**config.mk**
```make
export PLATFORM = sky130hd
export DESIGN_NAME = bmp24_stream_to_argb
export DESIGN_NICKNAME = d
export VERILOG_FILES = /design/src/rtl/core/bmp24_pkg.sv /design/src/rtl/core/bmp24_stream_to_argb.sv /design/src/rtl/core/bmp24_front.sv /design/src/rtl/core/bmp24_queue.sv /design/src/rtl/core/bmp24_back.sv
export VERILOG_INCLUDE_DIRS = /design/src /design/src/rtl/core
export SDC_FILE = /design/constraint.sdc
export NUM_CORES = 1
export LEC_CHECK = 0
export ABC_AREA = 1
export ABC_CLOCK_PERIOD_IN_PS = 12000
export BUFFER_PORTS_ARGS = -buffer_cell sky130_fd_sc_hd__buf_2
export CAP_MARGIN = 20
export CORE_ASPECT_RATIO = 0.8
export CORE_MARGIN = 2
export CORE_UTILIZATION = 25
export CTS_CLUSTER_SIZE = 12
export DETAILED_ROUTE_END_ITERATION = 16
export GPL_TIMING_DRIVEN = 0
export PLACE_DENSITY = 0.38
export SLEW_MARGIN = 10
export SYNTH_ARGS = -nofsm -noshare
export SYNTH_HDL_FRONTEND = slang
export SYNTH_SLANG_ARGS = --single-unit
```
**constraint.sdc**
```tcl
create_clock -name clk -period 12 [get_ports clk]
set_input_delay 2.4 -clock clk [delete_from_list [all_inputs] [get_ports clk]]
set_output_delay 2.4 -clock clk [all_outputs]
set_load 0.02 [all_outputs]
```
**src/rtl/core/bmp24_stream_to_argb_assert.svh**
```systemverilog
// Assertion macros for the BMP decoder RTL, included by the parser (bmp24_front).
`ifndef BMP24_STREAM_TO_ARGB_ASSERT_SVH
`define BMP24_STREAM_TO_ARGB_ASSERT_SVH

// Same-cycle implication, reset masked.
`define BMP24_ASSERT_NOW(label, ante, cons, msg) \
    label: assert property (@(posedge clk) disable iff (!rst_n) (ante) |-> (cons)) \
        else $error(msg);

// Next-cycle implication, reset masked.
`define BMP24_ASSERT_NEXT(label, ante, cons, msg) \
    label: assert property (@(posedge clk) disable iff (!rst_n) (ante) |=> (cons)) \
        else $error(msg);

`endif

```
**src/rtl/core/bmp24_pkg.sv**
```systemverilog
// Shared types and constants for the 24-bit BMP stream decoder.
package bmp24_pkg;

    typedef enum logic [1:0] {
        PH_HEADER,
        PH_SKIP,
        PH_PIXEL,
        PH_DONE
    } phase_t;

    typedef enum logic {
        KIND_PIXEL,
        KIND_ERROR
    } kind_t;

    typedef enum logic [1:0] {
        ERR_MAGIC,
        ERR_FORMAT,
        ERR_SIZE,
        ERR_OFFSET
    } err_code_t;

    typedef struct packed {
        kind_t       kind;
        logic [31:0] argb;
        logic [11:0] column;
        logic [11:0] row;
        logic        last;
        err_code_t   code;
    } result_t;

    localparam logic [15:0] BMP_MAGIC      = 16'h4D42;
    localparam logic [15:0] BMP_BPP24      = 16'd24;
    localparam logic [31:0] HEADER_END     = 32'd54;
    localparam logic [31:0] LAST_HDR_BYTE  = 32'd33;
    localparam logic [7:0]  ALPHA_OPAQUE   = 8'hFF;
    localparam logic [31:0] POS_SATURATED  = 32'hFFFF_FFFF;
    localparam int          QUEUE_DEPTH    = 2;

endpackage

```
**src/rtl/core/bmp24_stream_to_argb.sv**
```systemverilog
// Top level of the streaming 24-bit BMP to ARGB decoder.
// Input channel: one file byte per item (file_byte, start_of_file) under
// item_valid/item_ready. start_of_file marks byte 0 of a new file.
// Result channel: result_valid/result_ready carries either a pixel
// (result_kind 0: argb_pixel, pixel_column, flipped pixel_row, last_pixel)
// or a header error (result_kind 1: error_code).
// Throughput: one byte per cycle while the result queue is not full; the
// parser updates all of its counters and header fields in the cycle a
// byte is taken. Path: parser -> two-entry queue -> output register; a
// result is written to the queue at the edge that accepts its byte.
// Stall: when the receiver holds result_ready low, the queue absorbs up to
// two results, then item_ready drops until the output register drains.
// Reset: the parser returns to the header phase and the next byte counts
// as file byte 0; queue and output are emptied. Bytes after an error or
// the last pixel are taken and dropped until the next start_of_file.
module bmp24_stream_to_argb
    import bmp24_pkg::*;
#(
    parameter int MAX_WIDTH  = 4096,
    parameter int MAX_HEIGHT = 4096
)
(
    input  logic        clk,
    input  logic        rst_n,
    input  logic        item_valid,
    output logic        item_ready,
    input  logic [7:0]  file_byte,
    input  logic        start_of_file,
    output logic        result_valid,
    input  logic        result_ready,
    output logic        result_kind,
    output logic [31:0] argb_pixel,
    output logic [11:0] pixel_column,
    output logic [11:0] pixel_row,
    output logic        last_pixel,
    output logic [1:0]  error_code
);

    logic    push;
    result_t push_data;
    logic    q_full;
    logic    pop;
    result_t head;
    logic    q_not_empty;

    assign item_ready = !q_full;

    bmp24_front #(
        .MAX_WIDTH  (MAX_WIDTH),
        .MAX_HEIGHT (MAX_HEIGHT)
    ) u_front (
        .clk           (clk),
        .rst_n         (rst_n),
        .item_valid    (item_valid),
        .item_ready    (item_ready),
        .file_byte     (file_byte),
        .start_of_file (start_of_file),
        .push          (push),
        .push_data     (push_data)
    );

    bmp24_queue u_queue (
        .clk       (clk),
        .rst_n     (rst_n),
        .push      (push),
        .push_data (push_data),
        .full      (q_full),
        .pop       (pop),
        .pop_data  (head),
        .not_empty (q_not_empty)
    );

    bmp24_back u_back (
        .clk          (clk),
        .rst_n        (rst_n),
        .not_empty    (q_not_empty),
        .head         (head),
        .pop          (pop),
        .result_valid (result_valid),
        .result_ready (result_ready),
        .result_kind  (result_kind),
        .argb_pixel   (argb_pixel),
        .pixel_column (pixel_column),
        .pixel_row    (pixel_row),
        .last_pixel   (last_pixel),
        .error_code   (error_code)
    );

endmodule

```
**src/rtl/core/bmp24_front.sv**
```systemverilog
// Byte parser: header capture and checks, skip to data, pixel assembly.
module bmp24_front
    import bmp24_pkg::*;
#(
    parameter int MAX_WIDTH  = 4096,
    parameter int MAX_HEIGHT = 4096
)
(
    input  logic        clk,
    input  logic        rst_n,
    input  logic        item_valid,
    input  logic        item_ready,
    input  logic [7:0]  file_byte,
    input  logic        start_of_file,
    output logic        push,
    output result_t     push_data
);

    localparam int CW = (MAX_WIDTH > 1) ? $clog2(MAX_WIDTH) : 1;
    localparam int RW = (MAX_HEIGHT > 1) ? $clog2(MAX_HEIGHT) : 1;

    phase_t          phase_reg, phase_next;
    logic [31:0]     pos_reg, pos_next;
    logic [15:0]     magic_reg, magic_next;
    logic [31:0]     dstart_reg, dstart_next;
    logic [31:0]     width_reg, width_next;
    logic [31:0]     height_reg, height_next;
    logic [15:0]     bpp_reg, bpp_next;
    logic [31:0]     comp_reg, comp_next;
    logic [CW-1:0]   col_reg, col_next;
    logic [RW-1:0]   row_reg, row_next;
    logic [1:0]      bip_reg, bip_next;
    logic [1:0]      pad_reg, pad_next;
    logic [15:0]     bg_reg, bg_next;

    // values after an optional restart, before this byte is applied
    phase_t          b_phase;
    logic [31:0]     b_pos;
    logic            accept;
    logic            emit;
    logic            do_pixel;
    logic            last_col;
    logic            last_row;
    result_t         tok;

    assign accept = item_valid && item_ready;

    always_comb
    begin
        b_phase     = start_of_file ? PH_HEADER : phase_reg;
        b_pos       = start_of_file ? 32'd0 : pos_reg;
        phase_next  = b_phase;
        pos_next    = (b_pos == POS_SATURATED) ? b_pos : b_pos + 32'd1;
        magic_next  = start_of_file ? 16'd0 : magic_reg;
        dstart_next = start_of_file ? 32'd0 : dstart_reg;
        width_next  = start_of_file ? 32'd0 : width_reg;
        height_next = start_of_file ? 32'd0 : height_reg;
        bpp_next    = start_of_file ? 16'd0 : bpp_reg;
        comp_next   = start_of_file ? 32'd0 : comp_reg;
        col_next    = start_of_file ? '0 : col_reg;
        row_next    = start_of_file ? '0 : row_reg;
        bip_next    = start_of_file ? 2'd0 : bip_reg;
        pad_next    = start_of_file ? 2'd0 : pad_reg;
        bg_next     = start_of_file ? 16'd0 : bg_reg;
        emit        = 1'b0;
        do_pixel    = 1'b0;
        last_col    = 1'b0;
        last_row    = 1'b0;
        tok.kind    = KIND_PIXEL;
        tok.argb    = 32'd0;
        tok.column  = 12'd0;
        tok.row     = 12'd0;
        tok.last    = 1'b0;
        tok.code    = ERR_MAGIC;

        unique case (b_phase)
            PH_HEADER:
            begin
                if (b_pos[31:6] == 26'd0)
                begin
                    unique case (b_pos[5:0])
                        6'd0:  magic_next[7:0]    = file_byte;
                        6'd1:  magic_next[15:8]   = file_byte;
                        6'd10: dstart_next[7:0]   = file_byte;
                        6'd11: dstart_next[15:8]  = file_byte;
                        6'd12: dstart_next[23:16] = file_byte;
                        6'd13: dstart_next[31:24] = file_byte;
                        6'd18: width_next[7:0]    = file_byte;
                        6'd19: width_next[15:8]   = file_byte;
                        6'd20: width_next[23:16]  = file_byte;
                        6'd21: width_next[31:24]  = file_byte;
                        6'd22: height_next[7:0]   = file_byte;
                        6'd23: height_next[15:8]  = file_byte;
                        6'd24: height_next[23:16] = file_byte;
                        6'd25: height_next[31:24] = file_byte;
                        6'd28: bpp_next[7:0]      = file_byte;
                        6'd29: bpp_next[15:8]     = file_byte;
                        6'd30: comp_next[7:0]     = file_byte;
                        6'd31: comp_next[15:8]    = file_byte;
                        6'd32: comp_next[23:16]   = file_byte;
                        6'd33: comp_next[31:24]   = file_byte;
                        default: ;
                    endcase
                end
                if (b_pos == LAST_HDR_BYTE)
                begin
                    // first fault wins: magic, format, size, offset
                    tok.kind = KIND_ERROR;
                    emit     = 1'b1;
                    phase_next = PH_DONE;
                    priority if (magic_next != BMP_MAGIC)
                        tok.code = ERR_MAGIC;
                    else if (bpp_next != BMP_BPP24 || comp_next != 32'd0)
                        tok.code = ERR_FORMAT;
                    else if (width_next > 32'(MAX_WIDTH) || height_next > 32'(MAX_HEIGHT))
                        tok.code = ERR_SIZE;
                    else if (dstart_next < HEADER_END)
                        tok.code = ERR_OFFSET;
                    else
                    begin
                        emit = 1'b0;
                        tok.kind = KIND_PIXEL;
                        if (width_next != 32'd0 && height_next != 32'd0)
                            phase_next = PH_SKIP;
                    end
                end
            end
            PH_SKIP:
            begin
                if (b_pos == dstart_reg)
                begin
                    do_pixel   = 1'b1;
                    phase_next = PH_PIXEL;
                end
            end
            PH_PIXEL: do_pixel = 1'b1;
            PH_DONE:  ;
            default:  ;
        endcase

        if (do_pixel)
        begin
            priority if (pad_next != 2'd0)
                pad_next = pad_next - 2'd1;
            else if (bip_next == 2'd0)
            begin
                bg_next  = {8'd0, file_byte};
                bip_next = 2'd1;
            end
            else if (bip_next == 2'd1)
            begin
                bg_next[15:8] = file_byte;
                bip_next      = 2'd2;
            end
            else
            begin
                bip_next   = 2'd0;
                last_col   = (col_next == CW'(width_reg - 32'd1));
                last_row   = (row_next == RW'(height_reg - 32'd1));
                emit       = 1'b1;
                tok.argb   = {ALPHA_OPAQUE, file_byte, bg_next};
                tok.column = 12'(col_next);
                tok.row    = 12'(height_reg) - 12'd1 - 12'(row_next);
                tok.last   = last_col && last_row;
                priority if (last_col && last_row)
                    phase_next = PH_DONE;
                else if (last_col)
                begin
                    col_next = '0;
                    row_next = row_next + RW'(1);
                    // row pad to 4 bytes equals width mod 4 for 3-byte pixels
                    pad_next = width_reg[1:0];
                end
                else
                    col_next = col_next + CW'(1);
            end
        end
    end

    assign push      = accept && emit;
    assign push_data = tok;

    always_ff @(posedge clk or negedge rst_n)
    begin
        if (!rst_n)
        begin
            phase_reg  <= PH_HEADER;
            pos_reg    <= 32'd0;
            magic_reg  <= 16'd0;
            dstart_reg <= 32'd0;
            width_reg  <= 32'd0;
            height_reg <= 32'd0;
            bpp_reg    <= 16'd0;
            comp_reg   <= 32'd0;
            col_reg    <= '0;
            row_reg    <= '0;
            bip_reg    <= 2'd0;
            pad_reg    <= 2'd0;
            bg_reg     <= 16'd0;
        end
        else if (accept)
        begin
            phase_reg  <= phase_next;
            pos_reg    <= pos_next;
            magic_reg  <= magic_next;
            dstart_reg <= dstart_next;
            width_reg  <= width_next;
            height_reg <= height_next;
            bpp_reg    <= bpp_next;
            comp_reg   <= comp_next;
            col_reg    <= col_next;
            row_reg    <= row_next;
            bip_reg    <= bip_next;
            pad_reg    <= pad_next;
            bg_reg     <= bg_next;
        end
    end

`include "bmp24_stream_to_argb_assert.svh"

    `BMP24_ASSERT_NOW(a_err_only_at_check,
        push && push_data.kind == KIND_ERROR,
        b_phase == PH_HEADER && b_pos == LAST_HDR_BYTE,
        "error item outside the header check byte")

    `BMP24_ASSERT_NEXT(a_last_ends_image,
        push && push_data.kind == KIND_PIXEL && push_data.last,
        phase_reg == PH_DONE,
        "parser still active after last pixel")

    `BMP24_ASSERT_NOW(a_pad_between_pixels,
        pad_reg != 2'd0,
        bip_reg == 2'd0,
        "row padding pending inside a pixel")

endmodule

```
**src/rtl/core/bmp24_queue.sv**
```systemverilog
// Two-entry result queue between the parser and the output stage.
module bmp24_queue
    import bmp24_pkg::*;
(
    input  logic    clk,
    input  logic    rst_n,
    input  logic    push,
    input  result_t push_data,
    output logic    full,
    input  logic    pop,
    output result_t pop_data,
    output logic    not_empty
);

    localparam int PW = (QUEUE_DEPTH > 1) ? $clog2(QUEUE_DEPTH) : 1;
    localparam int NW = $clog2(QUEUE_DEPTH + 1);

    result_t         slot_reg [QUEUE_DEPTH];
    logic [PW-1:0]   wr_ptr_reg, wr_ptr_next;
    logic [PW-1:0]   rd_ptr_reg, rd_ptr_next;
    logic [NW-1:0]   count_reg, count_next;

    assign full      = (count_reg == NW'(QUEUE_DEPTH));
    assign not_empty = (count_reg != '0);
    assign pop_data  = slot_reg[rd_ptr_reg];

    always_comb
    begin
        wr_ptr_next = wr_ptr_reg;
        rd_ptr_next = rd_ptr_reg;
        count_next  = count_reg;
        if (push)
            wr_ptr_next = (wr_ptr_reg == PW'(QUEUE_DEPTH - 1)) ? '0 : wr_ptr_reg + PW'(1);
        if (pop)
            rd_ptr_next = (rd_ptr_reg == PW'(QUEUE_DEPTH - 1)) ? '0 : rd_ptr_reg + PW'(1);
        if (push && !pop)
            count_next = count_reg + NW'(1);
        else if (pop && !push)
            count_next = count_reg - NW'(1);
    end

    always_ff @(posedge clk)
    begin
        if (push)
            slot_reg[wr_ptr_reg] <= push_data;
    end

    always_ff @(posedge clk or negedge rst_n)
    begin
        if (!rst_n)
        begin
            wr_ptr_reg <= '0;
            rd_ptr_reg <= '0;
            count_reg  <= '0;
        end
        else
        begin
            wr_ptr_reg <= wr_ptr_next;
            rd_ptr_reg <= rd_ptr_next;
            count_reg  <= count_next;
        end
    end

endmodule

```
**src/rtl/core/bmp24_back.sv**
```systemverilog
// Output stage: registers the head of the queue and drives the result channel.
module bmp24_back
    import bmp24_pkg::*;
(
    input  logic        clk,
    input  logic        rst_n,
    input  logic        not_empty,
    input  result_t     head,
    output logic        pop,
    output logic        result_valid,
    input  logic        result_ready,
    output logic        result_kind,
    output logic [31:0] argb_pixel,
    output logic [11:0] pixel_column,
    output logic [11:0] pixel_row,
    output logic        last_pixel,
    output logic [1:0]  error_code
);

    logic    valid_reg, valid_next;
    result_t data_reg;

    // load when the output slot is empty or is being taken this cycle
    assign pop        = not_empty && (!valid_reg || result_ready);
    assign valid_next = pop ? 1'b1 : (valid_reg && !result_ready);

    always_ff @(posedge clk or negedge rst_n)
    begin
        if (!rst_n)
            valid_reg <= 1'b0;
        else
            valid_reg <= valid_next;
    end

    always_ff @(posedge clk)
    begin
        if (pop)
            data_reg <= head;
    end

    assign result_valid = valid_reg;
    assign result_kind  = data_reg.kind;
    assign argb_pixel   = data_reg.argb;
    assign pixel_column = data_reg.column;
    assign pixel_row    = data_reg.row;
    assign last_pixel   = data_reg.last;
    assign error_code   = data_reg.code;

endmodule

```
==> metrics.md <==
| Metric | Value |
|---|---|
| Status | finished clean |
| Cell area after layout | 28,770 sq um |
| Worst Max-Slew Pin Slew | 1.212 ns |
| RSZ-0062 raised after global routing | no |
| Max Cap Viol | 0 |
| Total GRT Usage | 21.02% |
| Largest vdd supply drop | 0.1225 mV |
| Fin util | 29.15% |
| Clk pwr share | 24.7% |
| Wire per inst | 21.71 um |
| Avg Inst Size Synth | 7.085 sq um |
| Total die area | 102,100 sq um |
| Number of synthesized flops with an enable pin | 159 |
| Slew Limit Fails | 0 |
| Max Freq | 118.1 MHz |
| Slew headroom | 18.58% |
| Largest net degree at the start of global routing | 95 |
| Async SR Flop Fraction | 60.45% |
| Register Area | 10,860 sq um |
| Crit path required time | 12.32 ns |
| Final Hold Vio Count | 0 |
| PwrDens | 222.7 nW/um^2 |
| Post-layout minimum cycle time | 8.470 ns |
| Grt ovf | 0 |
| Startpoint Class | input pin |
| Reg-to-Reg End | u_queue.slot_reg[1][49] |
| Mux cell area share after synthesis | 0% |
| DR iter-0 viols | 2,244 |
| Largest family of logic cells by synthesized area | simple AND/OR/NAND/NOR gates |
| Register bit total from synthesis | 402 |
| Cts bufs inserted | 49 |
| Starting Density | 25.21% |
| Chip height | 286.2 um |
| Setup Total Neg Slack | 0 ns |
| Routed vias/inst | 4.792 |
| Core area | 98,720 sq um |
| Worst hold stages | 2 |
| CTS Root Cell | clkbuf_16 |
| Initial antenna violation count | 1 |
| Die X | 356.8 um |
| Net Switching | 2839 uW |
| Post-Synth Adder-Cell Area | 1.237% |
| RR Startpoint | u_front.pos_reg[3] |
| Largest register FFs | 106 |
| # DRC | 0 |
| GPL Wtd Cong | 0.9033 |
| Compound-Gate Fraction of Synth Area | 13.50% |
| Layout area overhead | 15.60% |
| Share of layout cells above drive strength 1 | 6.891% |
| Post-Syn Area | 24,890 sq um |
| Sequential share of the synthesized area | 43.61% |
| Clock-pin slew on the worst setup and hold paths | 0.06 ns |
| Global-route wire length before repair | 158,300 um |
| Critical path class | in2reg |
| Total power | 6407 uW |
| Combinational Power Share | 43.6% |
| Synth unique cells | 45 |
| Post-synthesis instance total | 3,513 |
| Num rows | 103 |
| Final worst path period share | 70.59% |
| Area of the multi-input gates | 11,710 sq um |
| Nature of the critical path endpoint | flop |
| XOR/XNOR Fraction of Synth Area | 2.885% |
| Sequential power share | 31.7% |
| Worst Path Arrival | 8.79 ns |
| Int Power | 3568 uW |
| Sw Ratio | 44.31% |
| Clock Latency Late Sink | 0.65 ns |
| Hold Crit Class | reg2reg |
| Cts repair resizes | 0 |
| Nets | 3,684 |
| Vias in the first global route | 22,401 |
| Cell Area, Placed | 27,090 sq um |
| Antenna-violating nets left | 0 |
| R2R Setup Slk | 6.76 ns |
| Vias | 23,972 |
| Yosys Warn Count | 0 |
| Simple-Gate Fraction of Synth Area | 29.34% |
| Post-CTS Setup Bufs | 0 |
| Syn nets | 3,550 |
| Post-Route WL | 108,600 um |
| Final setup fails | 0 |
| I/O Buffers | 71 |
| Fin Clk Skew | 0.03626 ns |
| I/O pin count | 75 |
| Leak | 0.01267 uW |
| CTS H-tree lvls | 2 |
| Hold Slack | 0.4716 ns |
| Post-DP HPWL | 79,310 um |
| Start point of the critical path | start_of_file |
| Dominant synthesized flop cell | dfrtp_1 |
| Drt first pass iters | 6 |
| Fill cell count | 11,066 |
| Reg2Reg Depth | 21 |
| Clock Path Buffers | 3 |
| CP max FO | 22 |
| Cts hold-fix bufs | 0 |
| Sink Count | 402 |
| CTS tree | done |
| Worst Setup EP | u_queue.slot_reg[1][49] |
-- area by class of cell --
type / count / share of cell area (%)
Buffer: 205 / 3.201
Inverter: 381 / 4.979
Clock inverter: 23 / 1.039
Multi-Input combinational cell: 2525 / 40.68
Sequential cell: 402 / 37.73
Timing Repair Buffer: 83 / 1.961
Clock buffer: 67 / 4.670
Antenna cell: 4 / 0.03479
Tap cell: 1312 / 5.705
-- synth_stat cells (all sizes together), types with 42 or more instances --
cell,count,area (sq um)
inv,380,1426
edfxtp,159,4775
xor2,64,560.5
clkbuf,127,476.7
a21oi,97,485.5
nor2,531,2054
o22ai,98,613.1
buf,78,437.9
nand3,180,918.4
dfrtp,243,6081
nand2,996,3759
nor3,42,220.2
o21ai,356,1785
-- placed cells by master (no fill, tap or decap), drive strengths merged, types with 98 or more instances in the layout --
cell    instances
nand3         180
nor2          531
buf           161
dfrtp         243
o22ai          98
edfxtp        159
clkbuf        194
o21ai         356
inv           381
nand2         996
-- through the flow --
step	std cells	worst slack, ns
floorplan	3513	4.536
global placement	4896	-0.08263
detailed placement	4906	3.130
CTS	4996	3.790
global route	4998	3.369
finish	5002	3.530
-- how the worst min path moves through the flow --
stage	startpoint	end	slack [ns]
6_report	u_queue.wr_ptr_reg	u_queue.wr_ptr_reg	0.47
5_1_grt	u_front.width_reg[23]	u_front.width_reg[23]	0.49
4_1_cts	u_queue.wr_ptr_reg	u_queue.wr_ptr_reg	0.48
3_5_place_dp	u_queue.wr_ptr_reg	u_queue.wr_ptr_reg	0.46
3_3_place_gp	u_queue.wr_ptr_reg	u_queue.wr_ptr_reg	0.46
2_1_floorplan	u_queue.wr_ptr_reg	u_queue.wr_ptr_reg	0.44
-- logic make-up (layout without fill, tap and decap cells) --
kind of cell,count (synthesis),count (layout)
flops,402,402
simple gates,1804,1804
other cells,0,4
compound gates,615,615
xor+xnor,82,82
fa+ha+maj,24,24
buf+inv,586,759
-- power by group through the flow --
stage / clock network (uW) / registers, uW / logic (uW)
finish: 1580 / 2030 / 2790
global route: 1670 / 2070 / 3120
CTS: 1620 / 2030 / 2770
detailed placement: 0 / 2050 / 2760
global placement: 0 / 2060 / 2750
floorplan: 0 / 2120 / 1730
-- critical path, stage by stage --
cell and delay, ns:
buf_2 0.17, buf_4 0.23, buf_2 0.50, buf_4 0.34, buf_2 0.48, buf_2 0.41, nor2_1 0.12, inv_1 0.11
ha_1 0.15, clkbuf_1 0.59, clkinv_1 0.62, nor2_1 0.93, nand2_1 0.48, nand2_1 0.19, nand2_1 0.14, nor2_4 0.41
buf_12 0.24, buf_12 0.19
-- routing by layer --
metal | up-vias | global-route usage [%] | wire [um]
li1 | 11667 | - | -
met1 | 11339 | 31.95 | 54380
met5 | - | 0 | 0
met3 | 153 | 4.884 | 8426
met2 | 813 | 29.06 | 42610
met4 | 0 | 6.176 | 3155
(Power assumes the default switching activity.)
